<file path="src/hw/rtl/psfp_pkg.sv">
// Shared types and constants for the particle sensor frame parser.
// No dependencies; every other file takes names from here by scope.
`default_nettype none
package psfp_pkg;

  // Frame geometry
  localparam int FRAME_BYTES = 32;
  localparam int BODY_BYTES  = FRAME_BYTES - 2;
  localparam int CK_POS      = BODY_BYTES - 2;
  localparam int NUM_WORDS   = 12;
  localparam int CNT_W       = $clog2(BODY_BYTES + 1);
  localparam int ADDR_W      = $clog2(BODY_BYTES);
  localparam int POS_MAX     = (BODY_BYTES > 2 * NUM_WORDS + 2) ? BODY_BYTES
                                                                : 2 * NUM_WORDS + 2;
  localparam int POS_W       = $clog2(POS_MAX + 1);

  // Field widths
  localparam int OP_W     = 2;
  localparam int BYTE_W   = 8;
  localparam int STATUS_W = 2;
  localparam int IDX_W    = 4;
  localparam int VALUE_W  = 16;
  localparam int TICK_W   = 16;

  // Configuration port
  localparam int CFG_IDX_W  = 1;
  localparam int CFG_DATA_W = 16;

  localparam logic [CFG_IDX_W-1:0] CFG_HDR_TIMEOUT  = 1'd0;
  localparam logic [CFG_IDX_W-1:0] CFG_BODY_TIMEOUT = 1'd1;

  localparam logic [TICK_W-1:0] HDR_TIMEOUT_RST  = 16'd1000;
  localparam logic [TICK_W-1:0] BODY_TIMEOUT_RST = 16'd200;

  localparam logic [BYTE_W-1:0]  HDR_A        = 8'h42;
  localparam logic [BYTE_W-1:0]  HDR_B        = 8'h4D;
  localparam logic [VALUE_W-1:0] HDR_SUM      = 16'h008F;
  localparam logic [VALUE_W-1:0] LEN_EXPECTED = 16'd28;

  localparam int JOB_FIFO_DEPTH = 2;

  typedef enum logic [OP_W-1:0] {
    OP_BYTE  = 2'd0,
    OP_TICK  = 2'd1,
    OP_START = 2'd2
  } op_e;

  typedef enum logic [STATUS_W-1:0] {
    ST_OK      = 2'd0,
    ST_LEN     = 2'd1,
    ST_CKSUM   = 2'd2,
    ST_HDR_TO  = 2'd3
  } status_e;

  // One queued job for the back end: a full frame to unpack, or a status.
  typedef struct packed {
    logic    is_frame;
    status_e status;
  } job_t;

  // Frame store write from the front end.
  typedef struct packed {
    logic              en;
    logic [ADDR_W-1:0] addr;
    logic [BYTE_W-1:0] data;
  } store_wr_t;

  // Back end report to the front end.
  typedef struct packed {
    logic frame_done;
  } back_stat_t;

endpackage
`default_nettype wire

</file>
<file path="src/hw/rtl/psfp_if.sv">
// Valid/ready channel interfaces: input items, result items, config writes.
// Depends on psfp_pkg for field widths.
`default_nettype none
interface psfp_in_if;
  logic                        valid;
  logic                        ready;
  logic [psfp_pkg::OP_W-1:0]   op;
  logic [psfp_pkg::BYTE_W-1:0] byte_value;
  modport source (output valid, output op, output byte_value, input ready);
  modport sink   (input valid, input op, input byte_value, output ready);
endinterface

interface psfp_out_if;
  logic                          valid;
  logic                          ready;
  logic [psfp_pkg::STATUS_W-1:0] status;
  logic [psfp_pkg::IDX_W-1:0]    field_index;
  logic [psfp_pkg::VALUE_W-1:0]  value;
  logic                          last;
  modport source (output valid, output status, output field_index, output value,
                  output last, input ready);
  modport sink   (input valid, input status, input field_index, input value,
                  input last, output ready);
endinterface

interface psfp_cfg_if;
  logic                            valid;
  logic                            ready;
  logic [psfp_pkg::CFG_IDX_W-1:0]  index;
  logic [psfp_pkg::CFG_DATA_W-1:0] data;
  modport source (output valid, output index, output data, input ready);
  modport sink   (input valid, input index, input data, output ready);
endinterface
`default_nettype wire

</file>
<file path="src/hw/rtl/psfp_front.sv">
// Front end: accepts items and config writes, hunts the header, collects the body,
// checks length and checksum, queues jobs. Uses psfp_pkg and psfp_if.
`default_nettype none
module psfp_front (
  input  wire                      clk_i,
  input  wire                      rst_ni,
  psfp_in_if.sink                  in_i,
  psfp_cfg_if.sink                 cfg_i,
  input  wire                      q_full_i,
  output logic                     q_push_o,
  output psfp_pkg::job_t           q_job_o,
  output psfp_pkg::store_wr_t      store_wr_o,
  input  psfp_pkg::back_stat_t     back_stat_i
);

  localparam logic [1:0] PH_IDLE = 2'd0;
  localparam logic [1:0] PH_HUNT = 2'd1;
  localparam logic [1:0] PH_BODY = 2'd2;

  localparam logic [psfp_pkg::CNT_W-1:0] CNT_LAST =
    psfp_pkg::CNT_W'(psfp_pkg::BODY_BYTES - 1);
  localparam logic [psfp_pkg::CNT_W-1:0] CNT_CK_HI =
    psfp_pkg::CNT_W'(psfp_pkg::CK_POS);
  localparam logic [psfp_pkg::TICK_W-1:0] TICK_MAX = '1;

  logic [1:0]                      phase_q, phase_d;
  logic                            saw_q, saw_d;
  logic [psfp_pkg::CNT_W-1:0]      cnt_q, cnt_d;
  logic [psfp_pkg::VALUE_W-1:0]    sum_q, sum_d;
  logic [psfp_pkg::TICK_W-1:0]     tick_q, tick_d;
  logic [psfp_pkg::VALUE_W-1:0]    len_q, len_d;
  logic [psfp_pkg::BYTE_W-1:0]     ck_hi_q, ck_hi_d;
  logic                            pend_q, pend_d;
  logic [psfp_pkg::TICK_W-1:0]     hdr_to_q, body_to_q;

  logic                            acc;
  logic [psfp_pkg::TICK_W-1:0]     tick_inc;
  psfp_pkg::op_e                   op;

  assign op          = psfp_pkg::op_e'(in_i.op);
  assign in_i.ready  = !q_full_i && !pend_q;
  assign acc         = in_i.valid && in_i.ready;
  assign cfg_i.ready = 1'b1;
  assign tick_inc    = (tick_q == TICK_MAX) ? tick_q : tick_q + 1'b1;

  always_comb begin
    phase_d    = phase_q;
    saw_d      = saw_q;
    cnt_d      = cnt_q;
    sum_d      = sum_q;
    tick_d     = tick_q;
    len_d      = len_q;
    ck_hi_d    = ck_hi_q;
    pend_d     = pend_q;
    q_push_o   = 1'b0;
    q_job_o    = '{is_frame: 1'b0, status: psfp_pkg::ST_OK};
    store_wr_o = '{en: 1'b0, addr: cnt_q[psfp_pkg::ADDR_W-1:0], data: in_i.byte_value};
    if (back_stat_i.frame_done) begin
      pend_d = 1'b0;
    end
    if (acc) begin
      case (op)
        psfp_pkg::OP_START: begin
          phase_d = PH_HUNT;
          saw_d   = 1'b0;
          cnt_d   = '0;
          sum_d   = '0;
          tick_d  = '0;
        end
        psfp_pkg::OP_TICK: begin
          if (phase_q != PH_IDLE) begin
            tick_d = tick_inc;
            if (phase_q == PH_HUNT && tick_inc >= hdr_to_q) begin
              q_push_o = 1'b1;
              q_job_o  = '{is_frame: 1'b0, status: psfp_pkg::ST_HDR_TO};
              phase_d  = PH_IDLE;
              saw_d    = 1'b0;
            end else if (phase_q == PH_BODY && tick_inc >= body_to_q) begin
              q_push_o = 1'b1;
              q_job_o  = '{is_frame: 1'b0, status: psfp_pkg::ST_LEN};
              phase_d  = PH_IDLE;
              saw_d    = 1'b0;
            end
          end
        end
        psfp_pkg::OP_BYTE: begin
          if (phase_q == PH_HUNT) begin
            if (saw_q && in_i.byte_value == psfp_pkg::HDR_B) begin
              phase_d = PH_BODY;
              saw_d   = 1'b0;
              cnt_d   = '0;
              sum_d   = psfp_pkg::HDR_SUM;
              tick_d  = '0;
            end else begin
              saw_d = (in_i.byte_value == psfp_pkg::HDR_A);
            end
          end else if (phase_q == PH_BODY) begin
            store_wr_o.en = 1'b1;
            if (cnt_q == '0) len_d[15:8] = in_i.byte_value;
            if (cnt_q == psfp_pkg::CNT_W'(1)) len_d[7:0] = in_i.byte_value;
            if (cnt_q == CNT_CK_HI) ck_hi_d = in_i.byte_value;
            if (cnt_q < CNT_CK_HI) begin
              sum_d = sum_q + psfp_pkg::VALUE_W'(in_i.byte_value);
            end
            cnt_d = cnt_q + 1'b1;
            if (cnt_q == CNT_LAST) begin
              // last byte: low checksum byte arrives live
              q_push_o = 1'b1;
              phase_d  = PH_IDLE;
              saw_d    = 1'b0;
              if (len_q != psfp_pkg::LEN_EXPECTED) begin
                q_job_o = '{is_frame: 1'b0, status: psfp_pkg::ST_LEN};
              end else if (sum_q != {ck_hi_q, in_i.byte_value}) begin
                q_job_o = '{is_frame: 1'b0, status: psfp_pkg::ST_CKSUM};
              end else begin
                q_job_o = '{is_frame: 1'b1, status: psfp_pkg::ST_OK};
                pend_d  = 1'b1;
              end
            end
          end
        end
        default: begin
        end
      endcase
    end
  end

  always_ff @(posedge clk_i or negedge rst_ni) begin
    if (!rst_ni) begin
      phase_q   <= PH_IDLE;
      saw_q     <= 1'b0;
      cnt_q     <= '0;
      sum_q     <= '0;
      tick_q    <= '0;
      pend_q    <= 1'b0;
      hdr_to_q  <= psfp_pkg::HDR_TIMEOUT_RST;
      body_to_q <= psfp_pkg::BODY_TIMEOUT_RST;
    end else begin
      phase_q <= phase_d;
      saw_q   <= saw_d;
      cnt_q   <= cnt_d;
      sum_q   <= sum_d;
      tick_q  <= tick_d;
      pend_q  <= pend_d;
      if (cfg_i.valid && cfg_i.ready) begin
        if (cfg_i.index == psfp_pkg::CFG_HDR_TIMEOUT) hdr_to_q <= cfg_i.data;
        if (cfg_i.index == psfp_pkg::CFG_BODY_TIMEOUT) body_to_q <= cfg_i.data;
      end
    end
  end

  always_ff @(posedge clk_i) begin
    len_q   <= len_d;
    ck_hi_q <= ck_hi_d;
  end

endmodule
`default_nettype wire

</file>
<file path="src/hw/rtl/psfp_job_fifo.sv">
// Short job queue between front and back ends.
// Uses psfp_pkg for the job type and depth.
`default_nettype none
module psfp_job_fifo (
  input  wire             clk_i,
  input  wire             rst_ni,
  input  wire             push_i,
  input  psfp_pkg::job_t  push_job_i,
  output logic            full_o,
  input  wire             pop_i,
  output psfp_pkg::job_t  pop_job_o,
  output logic            empty_o
);

  localparam int PTR_W = (psfp_pkg::JOB_FIFO_DEPTH > 1) ? $clog2(psfp_pkg::JOB_FIFO_DEPTH) : 1;
  localparam int CNT_W = $clog2(psfp_pkg::JOB_FIFO_DEPTH + 1);
  localparam logic [PTR_W-1:0] PTR_LAST = PTR_W'(psfp_pkg::JOB_FIFO_DEPTH - 1);

  psfp_pkg::job_t    mem_q [psfp_pkg::JOB_FIFO_DEPTH];
  logic [PTR_W-1:0]  wptr_q, rptr_q;
  logic [CNT_W-1:0]  count_q;
  logic              do_push, do_pop;

  assign full_o    = (count_q == CNT_W'(psfp_pkg::JOB_FIFO_DEPTH));
  assign empty_o   = (count_q == '0);
  assign do_push   = push_i && !full_o;
  assign do_pop    = pop_i && !empty_o;
  assign pop_job_o = mem_q[rptr_q];

  always_ff @(posedge clk_i or negedge rst_ni) begin
    if (!rst_ni) begin
      wptr_q  <= '0;
      rptr_q  <= '0;
      count_q <= '0;
    end else begin
      if (do_push) wptr_q <= (wptr_q == PTR_LAST) ? '0 : wptr_q + 1'b1;
      if (do_pop)  rptr_q <= (rptr_q == PTR_LAST) ? '0 : rptr_q + 1'b1;
      if (do_push && !do_pop) count_q <= count_q + 1'b1;
      else if (do_pop && !do_push) count_q <= count_q - 1'b1;
    end
  end

  always_ff @(posedge clk_i) begin
    if (do_push) mem_q[wptr_q] <= push_job_i;
  end

endmodule
`default_nettype wire

</file>
<file path="src/hw/rtl/psfp_back.sv">
// Back end: holds the frame store, unpacks measurement words and drives the
// registered result channel. Uses psfp_pkg and psfp_if.
`default_nettype none
module psfp_back (
  input  wire                   clk_i,
  input  wire                   rst_ni,
  input  psfp_pkg::store_wr_t   store_wr_i,
  input  wire                   q_empty_i,
  input  psfp_pkg::job_t        q_job_i,
  output logic                  q_pop_o,
  output psfp_pkg::back_stat_t  stat_o,
  psfp_out_if.source            out_o
);

  localparam logic [2:0] B_IDLE = 3'd0;
  localparam logic [2:0] B_STAT = 3'd1;
  localparam logic [2:0] B_HI   = 3'd2;
  localparam logic [2:0] B_LO   = 3'd3;
  localparam logic [2:0] B_PUT  = 3'd4;

  localparam logic [psfp_pkg::IDX_W-1:0] K_LAST = psfp_pkg::IDX_W'(psfp_pkg::NUM_WORDS - 1);
  localparam logic [psfp_pkg::POS_W-1:0] POS_CK = psfp_pkg::POS_W'(psfp_pkg::CK_POS);
  localparam logic [psfp_pkg::POS_W-1:0] POS_END = psfp_pkg::POS_W'(psfp_pkg::BODY_BYTES);

  logic [psfp_pkg::BYTE_W-1:0]   store_q [psfp_pkg::BODY_BYTES];
  logic [psfp_pkg::BYTE_W-1:0]   rd_data_q;
  logic [psfp_pkg::BYTE_W-1:0]   hi_byte_q, hi_byte_d;
  logic [2:0]                    state_q, state_d;
  logic [psfp_pkg::IDX_W-1:0]    k_q, k_d;
  psfp_pkg::status_e             stat_q, stat_d;

  logic                          ov_q, ov_d;
  logic [psfp_pkg::STATUS_W-1:0] o_status_q, o_status_d;
  logic [psfp_pkg::IDX_W-1:0]    o_idx_q, o_idx_d;
  logic [psfp_pkg::VALUE_W-1:0]  o_value_q, o_value_d;
  logic                          o_last_q, o_last_d;

  logic                          out_free;
  logic [psfp_pkg::POS_W-1:0]    pos_hi, pos_rd;
  logic [psfp_pkg::ADDR_W-1:0]   rd_addr;
  logic                          word_in_range;

  assign out_free      = !ov_q || out_o.ready;
  // high byte of word k sits at body offset 2 + 2k
  assign pos_hi        = psfp_pkg::POS_W'(2) + {k_q, 1'b0};
  // keep the low-byte address while waiting on the output register
  assign pos_rd        = (state_q == B_LO || state_q == B_PUT) ? pos_hi + 1'b1 : pos_hi;
  assign rd_addr       = (pos_rd < POS_END) ? pos_rd[psfp_pkg::ADDR_W-1:0] : '0;
  assign word_in_range = (pos_hi + 1'b1) < POS_CK;

  always_comb begin
    state_d    = state_q;
    k_d        = k_q;
    stat_d     = stat_q;
    hi_byte_d  = hi_byte_q;
    q_pop_o    = 1'b0;
    stat_o     = '{frame_done: 1'b0};
    ov_d       = ov_q && !out_o.ready;
    o_status_d = o_status_q;
    o_idx_d    = o_idx_q;
    o_value_d  = o_value_q;
    o_last_d   = o_last_q;
    case (state_q)
      B_IDLE: begin
        if (!q_empty_i) begin
          q_pop_o = 1'b1;
          k_d     = '0;
          stat_d  = q_job_i.status;
          state_d = q_job_i.is_frame ? B_HI : B_STAT;
        end
      end
      B_STAT: begin
        if (out_free) begin
          ov_d       = 1'b1;
          o_status_d = stat_q;
          o_idx_d    = '0;
          o_value_d  = '0;
          o_last_d   = 1'b1;
          state_d    = B_IDLE;
        end
      end
      B_HI: begin
        state_d = B_LO;
      end
      B_LO: begin
        hi_byte_d = rd_data_q;
        state_d   = B_PUT;
      end
      B_PUT: begin
        if (out_free) begin
          ov_d       = 1'b1;
          o_status_d = psfp_pkg::ST_OK;
          o_idx_d    = k_q;
          o_value_d  = word_in_range ? {hi_byte_q, rd_data_q} : '0;
          o_last_d   = (k_q == K_LAST);
          if (k_q == K_LAST) begin
            stat_o.frame_done = 1'b1;
            state_d           = B_IDLE;
          end else begin
            k_d     = k_q + 1'b1;
            state_d = B_HI;
          end
        end
      end
      default: begin
        state_d = B_IDLE;
      end
    endcase
  end

  always_ff @(posedge clk_i or negedge rst_ni) begin
    if (!rst_ni) begin
      state_q <= B_IDLE;
      ov_q    <= 1'b0;
    end else begin
      state_q <= state_d;
      ov_q    <= ov_d;
    end
  end

  always_ff @(posedge clk_i) begin
    k_q        <= k_d;
    stat_q     <= stat_d;
    hi_byte_q  <= hi_byte_d;
    o_status_q <= o_status_d;
    o_idx_q    <= o_idx_d;
    o_value_q  <= o_value_d;
    o_last_q   <= o_last_d;
  end

  // frame store: one write port, one registered read port
  always_ff @(posedge clk_i) begin
    if (store_wr_i.en) store_q[store_wr_i.addr] <= store_wr_i.data;
    rd_data_q <= store_q[rd_addr];
  end

  assign out_o.valid       = ov_q;
  assign out_o.status      = o_status_q;
  assign out_o.field_index = o_idx_q;
  assign out_o.value       = o_value_q;
  assign out_o.last        = o_last_q;

endmodule
`default_nettype wire

</file>
<file path="src/hw/rtl/particle_sensor_frame_parser_unit.sv">
// Top level of the particle sensor frame parser: front end, job queue, back end.
// Depends on psfp_pkg, psfp_if, psfp_front, psfp_job_fifo and psfp_back.
`default_nettype none
// A start item arms a byte-by-byte hunt for the 0x42 0x4D header; received
// bytes and millisecond ticks then arrive as items. After the header the next
// thirty bytes are stored, the length word must be 28, and the 16-bit sum of
// the first thirty frame bytes must match the trailing checksum. A good frame
// yields twelve big-endian words (field_index 0..11, last on the twelfth); a
// length error or body timeout yields status 1, a checksum error status 2,
// a header timeout status 3, each as a single result with last set.
// Input is ready whenever no good frame is being unpacked and the job queue
// is not full. Once a good frame's last byte is taken, the input holds off
// until all twelve words have been loaded into the output register; each word
// steps through B_HI, B_LO and B_PUT on the single read port of the frame
// store, and an output stall holds B_PUT. Error results pass through a
// two-entry job queue, so the front end keeps accepting while the output is
// stalled, until the queue fills. Configuration writes (index 0 header
// timeout, 1 body timeout, in ticks) are always accepted.
module particle_sensor_frame_parser_unit (
  input  wire          clk_i,
  input  wire          rst_ni,
  psfp_in_if.sink      in_i,
  psfp_cfg_if.sink     cfg_i,
  psfp_out_if.source   out_o
);

  // front end to queue
  logic                  q_push;
  psfp_pkg::job_t        q_push_job;
  logic                  q_full;
  // queue to back end
  logic                  q_pop;
  psfp_pkg::job_t        q_pop_job;
  logic                  q_empty;
  // frame store writes and frame-done handshake
  psfp_pkg::store_wr_t   store_wr;
  psfp_pkg::back_stat_t  back_stat;

  psfp_front u_front (
    .clk_i       (clk_i),
    .rst_ni      (rst_ni),
    .in_i        (in_i),
    .cfg_i       (cfg_i),
    .q_full_i    (q_full),
    .q_push_o    (q_push),
    .q_job_o     (q_push_job),
    .store_wr_o  (store_wr),
    .back_stat_i (back_stat)
  );

  psfp_job_fifo u_job_fifo (
    .clk_i      (clk_i),
    .rst_ni     (rst_ni),
    .push_i     (q_push),
    .push_job_i (q_push_job),
    .full_o     (q_full),
    .pop_i      (q_pop),
    .pop_job_o  (q_pop_job),
    .empty_o    (q_empty)
  );

  psfp_back u_back (
    .clk_i      (clk_i),
    .rst_ni     (rst_ni),
    .store_wr_i (store_wr),
    .q_empty_i  (q_empty),
    .q_job_i    (q_pop_job),
    .q_pop_o    (q_pop),
    .stat_o     (back_stat),
    .out_o      (out_o)
  );

endmodule
`default_nettype wire
</file>
<file path="src/flat_wrapper.sv">
// flat-port wrapper written by rule: the top's interface ports become plain ports
module particle_sensor_frame_parser_unit_flat 
  (clk_i, rst_ni, in_i_valid, in_i_op, in_i_byte_value, in_i_ready, cfg_i_valid, cfg_i_index, cfg_i_data, cfg_i_ready, out_o_valid, out_o_status, out_o_field_index, out_o_value, out_o_last, out_o_ready);
  psfp_in_if in_i_i ();
  psfp_cfg_if cfg_i_i ();
  psfp_out_if out_o_i ();
  input  wire clk_i;
  input  wire rst_ni;
  input wire logic [$bits(in_i_i.valid)-1:0] in_i_valid;
  input wire logic [$bits(in_i_i.op)-1:0] in_i_op;
  input wire logic [$bits(in_i_i.byte_value)-1:0] in_i_byte_value;
  output wire logic [$bits(in_i_i.ready)-1:0] in_i_ready;
  input wire logic [$bits(cfg_i_i.valid)-1:0] cfg_i_valid;
  input wire logic [$bits(cfg_i_i.index)-1:0] cfg_i_index;
  input wire logic [$bits(cfg_i_i.data)-1:0] cfg_i_data;
  output wire logic [$bits(cfg_i_i.ready)-1:0] cfg_i_ready;
  output wire logic [$bits(out_o_i.valid)-1:0] out_o_valid;
  output wire logic [$bits(out_o_i.status)-1:0] out_o_status;
  output wire logic [$bits(out_o_i.field_index)-1:0] out_o_field_index;
  output wire logic [$bits(out_o_i.value)-1:0] out_o_value;
  output wire logic [$bits(out_o_i.last)-1:0] out_o_last;
  input wire logic [$bits(out_o_i.ready)-1:0] out_o_ready;
  assign in_i_i.valid = in_i_valid;
  assign in_i_i.op = in_i_op;
  assign in_i_i.byte_value = in_i_byte_value;
  assign in_i_ready = in_i_i.ready;
  assign cfg_i_i.valid = cfg_i_valid;
  assign cfg_i_i.index = cfg_i_index;
  assign cfg_i_i.data = cfg_i_data;
  assign cfg_i_ready = cfg_i_i.ready;
  assign out_o_valid = out_o_i.valid;
  assign out_o_status = out_o_i.status;
  assign out_o_field_index = out_o_i.field_index;
  assign out_o_value = out_o_i.value;
  assign out_o_last = out_o_i.last;
  assign out_o_i.ready = out_o_ready;
  particle_sensor_frame_parser_unit u_core (.clk_i(clk_i), .rst_ni(rst_ni), .in_i(in_i_i), .cfg_i(cfg_i_i), .out_o(out_o_i));
endmodule
</file>
<file path="config.mk">
export PLATFORM = sky130hd
export DESIGN_NAME = particle_sensor_frame_parser_unit_flat
export DESIGN_NICKNAME = d
export VERILOG_FILES = /design/src/hw/rtl/psfp_pkg.sv /design/src/hw/rtl/psfp_if.sv /design/src/hw/rtl/psfp_front.sv /design/src/hw/rtl/psfp_job_fifo.sv /design/src/hw/rtl/psfp_back.sv /design/src/hw/rtl/particle_sensor_frame_parser_unit.sv /design/src/flat_wrapper.sv
export SDC_FILE = /design/constraint.sdc
export NUM_CORES = 1
export LEC_CHECK = 0
export CORE_MARGIN = 2
export CORE_UTILIZATION = 65
export DETAILED_ROUTE_END_ITERATION = 16
export DONT_BUFFER_PORTS = 1
export GPL_ROUTABILITY_DRIVEN = 1
export PLACE_DENSITY = 0.81
export SLEW_MARGIN = 20
export SYNTH_ARGS = -nofsm -noshare
export SYNTH_HDL_FRONTEND = slang
export SYNTH_HIERARCHICAL = 1
export SYNTH_SLANG_ARGS = --single-unit
</file>
<file path="constraint.sdc">
create_clock -name clk_i -period 10.3 [get_ports clk_i]
set_input_delay 2.06 -clock clk_i [delete_from_list [all_inputs] [get_ports clk_i]]
set_output_delay 2.06 -clock clk_i [all_outputs]
set_load 0.005 [all_outputs]
</file>
* After elaboration in Yosys (flattened, before gate mapping) *
Memories as Yosys holds them, arrays and structs flattened. A register that Yosys moved wholly into a read port is not among the register bits.
Index checks and enable logic that the tools add are counted.
W data, S select, Z words.

word-level totals
  flip-flop bits (word level) = 142
  input port bits = 32
  RAM bits = 246
  memories = 2
  ROM bits = 0
  latch bits = 0

memory list
  name                     depth  width  read ports  clocked after Yosys merged registers in  write ports  RTL line             source
  u_core.u_back.store_q    30     8      1           1                                        1            psfp_back.sv:25      logic [psfp_pkg::BYTE_W-1:0] store_q [psfp_pkg::BODY_BYTES];
  u_core.u_job_fifo.mem_q  2      3      1           0                                        1            psfp_job_fifo.sv:19  psfp_pkg::job_t mem_q [psfp_pkg::JOB_FIFO_DEPTH];

cells by class
  shifts and indexed selects = 0
  bitwise gates (word level) = 3
  reduce and logical (&&, ||, !) cells = 44
  mux-type cells = 100
  magnitude comparators = 5
  $add $sub $neg = 10
  multipliers = 0
  divide/modulo/power cells = 0
  equal/unequal tests = 30

operators with widths
  operator                 count
  $mux W16                 11
  $pmux W16 S2             2
  $pmux W16 S3             1
  $mux W1                  42
  $ge A16 B16 Y1           2
  $mux W2                  15
  $mux W3                  9
  $mux W5                  5
  $reduce_and A5 Y1        5
  $mux W4                  5
  $add A16 B1 Y16 const B  1
  $add A16 B8 Y16          1
  $eq A16 B16 Y1 const B   1
  $eq A8 B7 Y1 const B     2
  $ne A16 B16 Y1           1
  $ne A16 B5 Y1 const B    1
  $pmux W4 S2              2
  $lt A5 B5 Y1 const B     3
  $ne A3 B3 Y1 const B     5
  $pmux W3 S5              1
  $ne A2 B2 Y1 const B     7
  $add A5 B1 Y5 const B    2
  $eq A5 B5 Y1 const B     2
  $logic_and A1 B1 Y1      10
  32 further kinds         56

* Longest topological paths before layout *
Gate-level depths: netlist of run 1.

  word-level depth = 14
  mapped depth = 21
  mapped depth without buffers = 19

* By module *
The synthesis of run 1 kept the hierarchy.

by module, submodules not included
  module         seq. area each (sq um)  cells each  area an instance (sq um)  instances
  psfp_back      8578.2                  972         12889.9                   1
  psfp_front     2558.7                  602         5808.1                    1
  psfp_job_fifo  280.3                   28          410.4                     1

* Worst setup path after synthesis of run 1 *
Ideal clock, no wire load.

  path type = input to register
  from = in out_o_ready
  to = reg u_core.u_back.o_idx_q (netlist bit u_core/u_back/out_o.field_index[0]) (enable)
  slack = 6120 ps
  stages on the path = 2
  data arrival time = 3748 ps
  path through = nor2b_1 > nor3_1

between the ends
  word-level cells in the longest chain between the ends = 3

ends and longest elaborated chain
  what                             RTL line            source
  from (decl)                      flat_wrapper.sv:22  input wire logic [$bits(out_o_i.ready)-1:0] out_o_ready;
  $logic_or A1 B1 Y1 (*)           psfp_back.sv:43     assign out_free = !ov_q || out_o.ready;
  $ne A2 B2 Y1 (no line)           -
  $reduce_and A3 Y1 (no line) (*)  -
  to (signal assigned)             psfp_back.sv:126    o_idx_q <= o_idx_d;
  to (decl)                        psfp_back.sv:34     logic [psfp_pkg::IDX_W-1:0] o_idx_q, o_idx_d;

Every way passes the cells marked *; elsewhere a longest branch is shown, timed or not.
A chain may end at the register's enable or synchronous reset.

* Final worst setup path of run 1 *
  from = reg u_core/u_front/tick_q[4] in the netlist's numbering
  to = reg u_core.u_job_fifo.count_q[1]

between the ends
  word-level cells in the longest chain between the ends = 13

ends and longest elaborated chain
  what                                                      RTL line                                 source
  from (decl)                                               psfp_front.sv:30                         logic [psfp_pkg::TICK_W-1:0] tick_q, tick_d;
  from (signal assigned)                                    psfp_front.sv:143                        tick_q <= tick_d;
  $add A16 B1 Y16 / $eq A16 B16 Y1 (equally long branches)  psfp_front.sv:44                         assign tick_inc = (tick_q == TICK_MAX) ? tick_q : tick_q + 1'b1;
  $mux W16 (*)                                              psfp_front.sv:44
  $ge A16 B16 Y1                                            psfp_front.sv:78                         end else if (phase_q == PH_BODY && tick_inc >= body_to_q) begin
  $logic_and A1 B1 Y1                                       psfp_front.sv:78
  $mux W1                                                   psfp_front.sv:78
  $mux W1 (*)                                               psfp_front.sv:73                         if (phase_q == PH_HUNT && tick_inc >= hdr_to_q) begin
  $mux W1 (*)                                               psfp_front.sv:71                         if (phase_q != PH_IDLE) begin
  $pmux W1 S2 (*)                                           psfp_front.sv:62                         case (op)
  $mux W1 (*)                                               psfp_front.sv:61                         if (acc) begin
  via u_core.q_push                                         particle_sensor_frame_parser_unit.sv:28  logic q_push;
  $logic_and A1 B1 Y1 (*)                                   psfp_job_fifo.sv:26                      assign do_push = push_i && !full_o;
  $logic_not A1 Y1                                          psfp_job_fifo.sv:39                      else if (do_pop && !do_push) count_q <= count_q - 1'b1;
  $logic_and A1 B1 Y1                                       psfp_job_fifo.sv:39
  $reduce_bool A2 Y1 (no line)                              -
  to (signal assigned)                                      psfp_job_fifo.sv:38                      if (do_push && !do_pop) count_q <= count_q + 1'b1;
  to (signal assigned)                                      psfp_job_fifo.sv:39
  to (decl)                                                 psfp_job_fifo.sv:21                      logic [CNT_W-1:0] count_q;

The timed path passes the listed nets; every way through them passes the cells marked *.

==> reports/metrics.csv, run 1 <==
metric,value,unit
P_leak,7.25,nW
Routed Antenna Nets,0,
Area contributors post-synth,"edfxtp_1, dfrtp_1, ha_1",
cell with the most instances after synthesis,edfxtp_1,
Final WS setup,5350,ps
critical path endpoint category,flip-flop,
top-area cell type share of the netlist area,48.2,%
IO Pins,58,
final hold vios,0,
Hold Buf Count CTS,0,
CP arrival,5410,ps
share of cells above drive strength 1,8.48,%
Placed Area,19100,um^2
"EDFF count, synth",307,
area taken by multi-input logic gates,6920,um^2
Setup WS pre-CTS,5500,ps
drt total wl,48400,um
pin count of the biggest net entering global routing,83,
Die H,175,um
worst clock skew,32.7,ps
"Top FF cell, synth",edfxtp_1,
Avg Inst Size Synth,11.9,um^2
total number of vias,13900,
Area Overhead vs Synth,7.16,%
fin nets,1632,
CP Max Fanout,14,
port bufs,0,
Initial Utilization,66.2,%
full die area,30800,um^2
RSZ-0062 raised after global routing,false,
Hold WC Path Type,reg -> reg,
# Post-CTS Setup Buffers,0,
Clock Path Buffers,3,
Iter 0 DRT Violations,1842,
clk sink count,396,
gr ovfl total,0,
Final Util,71.0,%
worst hold slack,435,ps
Pre-Repair DR Iteration Count,5,
element type at the critical path start,flip-flop,
first-pass GRT wire length,75100,um
Rel. slew slack,22.5,%
RR Endpoint,u_core/u_job_fifo/count_q[1],
Worst Hold Path EP,u_core/u_back/hi_byte_q[4],
Tcrit/Tclk final,48.0,%
CP Class,reg -> reg,
H-tree lvl count,2,
Worst Hold Depth,0,
Setup TNS,0,ps
Vias/cell,7.09,
DP HPWL,29500,um
TritonCTS clock tree,built,
worst slew pin tran,1160,ps
WL per Instance,24.6,um
"flops & latches, synth",396,
top post-synthesis cells by count,"edfxtp_1, nor2_1, nand2_1",
antenna violations before repair,0,
"Seq/Total Area, Yosys",59.7,%
syn nets,1686,
Placement Rows,62,
worst reg-to-reg setup slack,5350,ps
worst reg-to-reg path cell count,17,
clock buffer count from CTS,40,
Die W,175,um
vias in the first global route,13600,
status,"complete, no violations",
maximum operating frequency,202,MHz
fin. max-slew vios,0,
Placeable Area,28900,um^2
register area,11400,um^2
Filler cells,1908,
register clock-pin slew on the reported worst setup and hold paths,60,ps
worst-skew pair later-pin latency,550,ps
post-cts resize count,0,
DRC Markers,0,
placer's final routability congestion estimate,0.920,
Finish-stage setup viols,0,
Worst EP required,10760,ps
Tot GR Track Use,31.5,%
CTS root buf,clkbuf_16,
r2r startpoint,u_core/u_front/tick_q[4],
cell accounting for the most synthesized area,edfxtp_1,
Synth Cell Area,19100,um^2
CP Launch Point,u_core/u_front/tick_q[4],
HP Start,u_core/u_back/rd_data_q[4],
Ys Warns,6,
VDD IR max,0.170,mV
power density over cell area,276,nW/um^2
Max-Cap Viols,0,
fin crit period,4950,ps
Syn Inst Count,1602,
"Design Area, Final",20500,um^2
post-synth cell types,82,
asr flop ratio synth,20.5,%
## flip-flops by register name, indices dropped and copies added (netlist names), 2 cells and up
register / count
u_core/u_back/out_o.value: 16
u_core/u_back/state_q: 3
u_core/u_front/cnt_q: 5
u_core/u_front/phase_q: 2
u_core/u_back/k_q: 4
u_core/u_back/out_o.field_index: 4
u_core/u_front/len_q: 16
u_core/u_job_fifo/count_q: 2
u_core/u_front/tick_q: 16
u_core/u_back/hi_byte_q: 8
u_core/u_front/sum_q: 16
u_core/u_front/ck_hi_q: 8
u_core/u_back/stat_q: 2
u_core/u_job_fifo/mem_q: 6
u_core/u_back/out_o.status: 2
u_core/u_front/body_to_q: 16
u_core/u_back/rd_data_q: 8
u_core/u_back/store_q: 240
u_core/u_front/hdr_to_q: 16
## critical path, stage by stage (launching register included)
cell and delay, ps:
dfrtp_1 480, and4_1 310, nand4_1 220, or4_1 700
nand2_1 200, xnor2_1 170, ha_1 290, a211oi_1 200
o21ai_0 130, a41oi_1 340, o41ai_1 180, o41ai_1 690
nand2_1 140, nand2_1 140, inv_1 60, ha_1 310
nor2_1 140, xor2_1 150
## metal layers
metal	track usage, %	up-vias	part of all wire (%)
li1	-	6071	-
met5	0	-	0
met1	41.1	6814	38
met3	6.13	171	9.9
met2	51.6	884	48
met4	14.3	0	4.4
## metrics by stage
stage | std cells | power, mW
after floorplan | 1602 | 3.49
after global placement | 1890 | 4.03
after detailed placement | 1890 | 4.09
after CTS | 1964 | 5.58
after global routing | 1964 | 5.85
final | 1965 | 5.64
## kinds of logic (layout without fill, tap and decap cells)
group | count (synthesis) | in the layout | share of synthesized area (%)
AOI/OAI and AO/OA | 477 | 477 | 17.4
and+or+nand+nor | 443 | 443 | 11.8
DFF | 396 | 396 | 59.7
buffers and inverters | 164 | 142 | 4.11
adders and majority gates | 52 | 52 | 3.44
xor gates and xnor gates | 41 | 41 | 1.88
muxes | 28 | 28 | 1.65
other | 1 | 2 | 0.0196
## power by group
part           switching, mW  leakage (nW)  internal, mW
combinational           1.46          2.72         0.708
clock                  0.597         0.649         0.880
sequential             0.103          3.88          1.90
total                   2.16          7.25          3.49
## worst max path at each step
stage | to | slack [ps] | cells past startpoint
2_1_floorplan | u_core/u_back/out_o.field_index[0] | 6120 | 2
3_3_place_gp | u_core/u_job_fifo/count_q[1] | 5680 | 18
3_5_place_dp | u_core/u_job_fifo/count_q[1] | 5500 | 17
4_1_cts | u_core/u_job_fifo/count_q[1] | 5450 | 17
5_1_grt | u_core/u_job_fifo/count_q[1] | 5170 | 18
6_report | u_core/u_job_fifo/count_q[1] | 5350 | 17
## area by class of cell
class,instances,area share (%)
antenna,1,0.0122
sequential,396,55.8
multi-input combinational,1042,33.8
tap,384,2.35
timing repair buffer,15,0.550
clock inverter,21,1.16
clock buffer,53,5.38
inverter,53,0.972
## layout by cell type (no fill, tap or decap), types with 26 or more instances in the layout
cell       netlist  final
nand4_1         27     27
edfxtp_1       307    307
mux2_2          26     26
nand3_1         26     26
xnor2_1         28     28
ha_1            51     51
o22a_1          34     34
clkbuf_16        0     42
o22ai_1         50     50
nand2_1        105    105
inv_1           50     50
o221ai_1        32     32
a21oi_1         81     81
dfrtp_1         72     71
nor2_1         129    129
o21ai_0         68     68
Power figures use the tool's default switching activity.
==> run 2, diff against run 1 <==
--- a/config.mk
+++ b/config.mk
@@ -5,12 +5,13 @@
 export SDC_FILE = /design/constraint.sdc
 export NUM_CORES = 1
 export LEC_CHECK = 0
+export ABC_AREA = 1
 export CORE_MARGIN = 2
-export CORE_UTILIZATION = 65
+export CORE_UTILIZATION = 58
 export DETAILED_ROUTE_END_ITERATION = 16
 export DONT_BUFFER_PORTS = 1
 export GPL_ROUTABILITY_DRIVEN = 1
-export PLACE_DENSITY = 0.81
+export PLACE_DENSITY = 0.76
 export SLEW_MARGIN = 20
 export SYNTH_ARGS = -nofsm -noshare
 export SYNTH_HDL_FRONTEND = slang
==> constraint.sdc (replaced) <==
create_clock -name clk_i -period 4.1 [get_ports clk_i]
set_input_delay 0.82 -clock clk_i [delete_from_list [all_inputs] [get_ports clk_i]]
set_output_delay 0.82 -clock clk_i [all_outputs]
set_load 0.005 [all_outputs]
==> run 2 against run 1 <==
  * Global-route usage shrank 7.0 points
  * Non-clock buffer count stayed put
  * Fmax grew 32%
  * Clock-buffer cell count did not move
  * Via count decreased by 5.0%
  * Synthesized cell count increased by 19%
  * Worst setup slack worse by 5000 ps
  * Total power up 140%
  * Register-to-register slack got worse by 5000 ps
  * Clock skew shrank 17 ps
  * Highest routed layer unchanged
==> reports/metrics.csv, run 2 <==
metric,value,unit
CP arrival,4170,ps
vias in the first global route,12800,
power density over cell area,660,nW/um^2
most frequent cells in the layout,"nand2_1, edfxtp_1, inv_1",
pin count of the biggest net entering global routing,110,
top post-synthesis cells by count,"nand2_1, edfxtp_1, inv_1",
DP HPWL,25200,um
post-synth cell types,44,
H-tree lvl count,2,
"commonest non-fill, non-tap cell in the layout",nand2_1,
Max-Cap Viols,0,
Finish-stage setup viols,0,
n_diodes,0,
port bufs,0,
Worst EP required,4530,ps
status,"complete, no violations",
worst reg-to-reg path cell count,27,
largest reg by FF count,u_core/u_back/store_q,
Critical Path Most Common Cell,nand2_1,
Tcrit/Tclk final,91.2,%
Clock Path Buffers,3,
Area Overhead vs Synth,8.63,%
CP Class,reg -> reg,
Placeable Area,31700,um^2
Filler cells,2386,
DRC Markers,0,
worst-path cell with the longest stage delay,dfrtp_1,
Rel. slew slack,22.9,%
Placed Area,19000,um^2
gr ovfl total,0,
Non-Filler Instances,2331,
Placement Rows,65,
Die H,184,um
Area contributors post-synth,"edfxtp_1, dfrtp_1, nand2_1",
"flops & latches, synth",396,
WL per Instance,17.5,um
placer's final routability congestion estimate,0.881,
Die W,184,um
share of cells above drive strength 1,7.67,%
Hold WC Path Type,in -> async,
CP Max Fanout,4,
fin crit period,3740,ps
P_leak,8.55,nW
Syn Inst Count,1914,
final hold vios,0,
max reg flops,240,
VDD IR max,0.478,mV
critical path endpoint category,flip-flop,
clock buffer count from CTS,41,
total number of vias,13200,
worst reg-to-reg setup slack,360,ps
"Seq/Total Area, Yosys",60.7,%
r2r startpoint,u_core/u_front/tick_q[0],
Initial Utilization,59.3,%
RR Endpoint,u_core/u_job_fifo/count_q[1],
register clock-pin slew on the reported worst setup and hold paths,60,ps
Pre-Repair DR Iteration Count,5,
worst clock skew,15.2,ps
top-area cell type share of the netlist area,49.0,%
worst-skew pair later-pin latency,540,ps
Final Util,64.4,%
dpl cells,2251,
Final WS setup,362,ps
IO Pins,58,
"Top FF cell, synth",edfxtp_1,
"EDFF count, synth",307,
Iter 0 DRT Violations,1446,
drt total wl,40900,um
element type at the critical path start,flip-flop,
"Design Area, Final",20400,um^2
Routed Antenna Nets,0,
Crit. path cell count,27,
first-pass GRT wire length,64900,um
Crit path largest cell delay,410,ps
TritonCTS clock tree,built,
full die area,33900,um^2
Ys Warns,6,
Worst Path Buf+Inv,3,
Synth Cell Area,18800,um^2
fin nets,1982,
fin. max-slew vios,0,
cell accounting for the most synthesized area,edfxtp_1,
total power,13.5,mW
family with the most delay on the worst path,simple AND/OR/NAND/NOR gates,
Vias/cell,5.68,
CTS root buf,clkbuf_16,
syn nets,1998,
maximum operating frequency,268,MHz
antenna violations before repair,0,
asr flop ratio synth,20.5,%
cell with the most instances after synthesis,nand2_1,
Avg Inst Size Synth,9.83,um^2
Tot GR Track Use,24.5,%
Setup WS pre-CTS,158,ps
worst slew pin tran,1150,ps
clk sink count,396,
-- run 2: cell count changes in the layout (fill, tap and decap cells not counted), moves of 41 or more --
cell and change:
inv_1 +235, nand2_1 +236, nand3_1 +229, nand3b_1 +41, nor2_1 +66, o22ai_1 -45
-- run 2: logic make-up after synthesis --
logic type,after synthesis,share of synthesized area [%]
simple gates,935,22.7
flops,396,60.7
buf+inv,366,8.13
compound gates,144,4.04
fa+ha+maj,52,3.50
xor+xnor,20,0.971
other cells,1,0.0199
-- run 2: power by group --
part	internal (mW)	switching, mW	total [mW]
Sequential	4.80	0.292	5.09
Clock	2.11	1.50	3.61
Combinational	1.48	3.32	4.80
-- run 2: timing repair --
item	CTS	global route
setup buffers	0	5
setup endpoints to repair	0	8
endpoints found under the hold margin	72	0
resized for setup	0	12
hold buffers	1	0
-- run 2: metal layers --
metal	up-vias	track usage [%]	wire (um)
met2	503	42.1	20300
li1	6296	-	-
met1	6357	31.9	16500
met5	-	0	0
met3	91	3.77	2950
met4	0	8.35	1080
-- run 2: cell type report --
class	count	area, um^2	share of cell area [%]
flip-flops and latches	396	11400	55.9
clock buffers	53	1110	5.44
well taps	402	503	2.46
clock inverters	21	195	0.955
repair buffers	15	170	0.832
multi-input cells	1152	5950	29.1
inverters	292	1100	5.36
-- run 2: worst max-delay path by stage --
stage,end,slack [ps],startpoint
5_1_grt,u_core/u_job_fifo/count_q[1],-40,u_core/u_front/tick_q[1]
6_report,u_core/u_job_fifo/count_q[1],360,u_core/u_front/tick_q[0]
4_1_cts,u_core/u_job_fifo/count_q[1],150,u_core/u_front/tick_q[0]
2_1_floorplan,u_core/u_job_fifo/count_q[1],820,u_core/u_front/tick_q[0]
3_5_place_dp,u_core/u_job_fifo/count_q[1],160,u_core/u_front/tick_q[0]
3_3_place_gp,u_core/u_job_fifo/count_q[1],290,u_core/u_front/tick_q[0]
-- run 2: worst reg2reg max path, cell delays in order, from the launching register on --
cell and delay (ps):
dfrtp_1 410, ha_4 170, nand3_1 130, nor3_2 240, nand2_2 120, nor2_2 130
nand3_1 120, nor3_2 150, nor2_1 100, ha_1 290, nand2_1 80, nor2_2 130
and2_1 140, nand2_1 50, inv_1 50, nand2_1 50, nand2_1 100, nand2_1 90
nand2_1 80, nand2_1 90, a21oi_2 230, inv_1 70, nor2_2 120, ha_1 250
inv_1 80, nand3_1 70, nand2_1 60, nand2_1 50
-- run 2: metrics by stage --
step	hold slack [ps]	TNS, ps
floorplan	408	0
global placement	423	0
detailed placement	426	0
CTS	107	0
global route	101	-38.0
finish	130	0
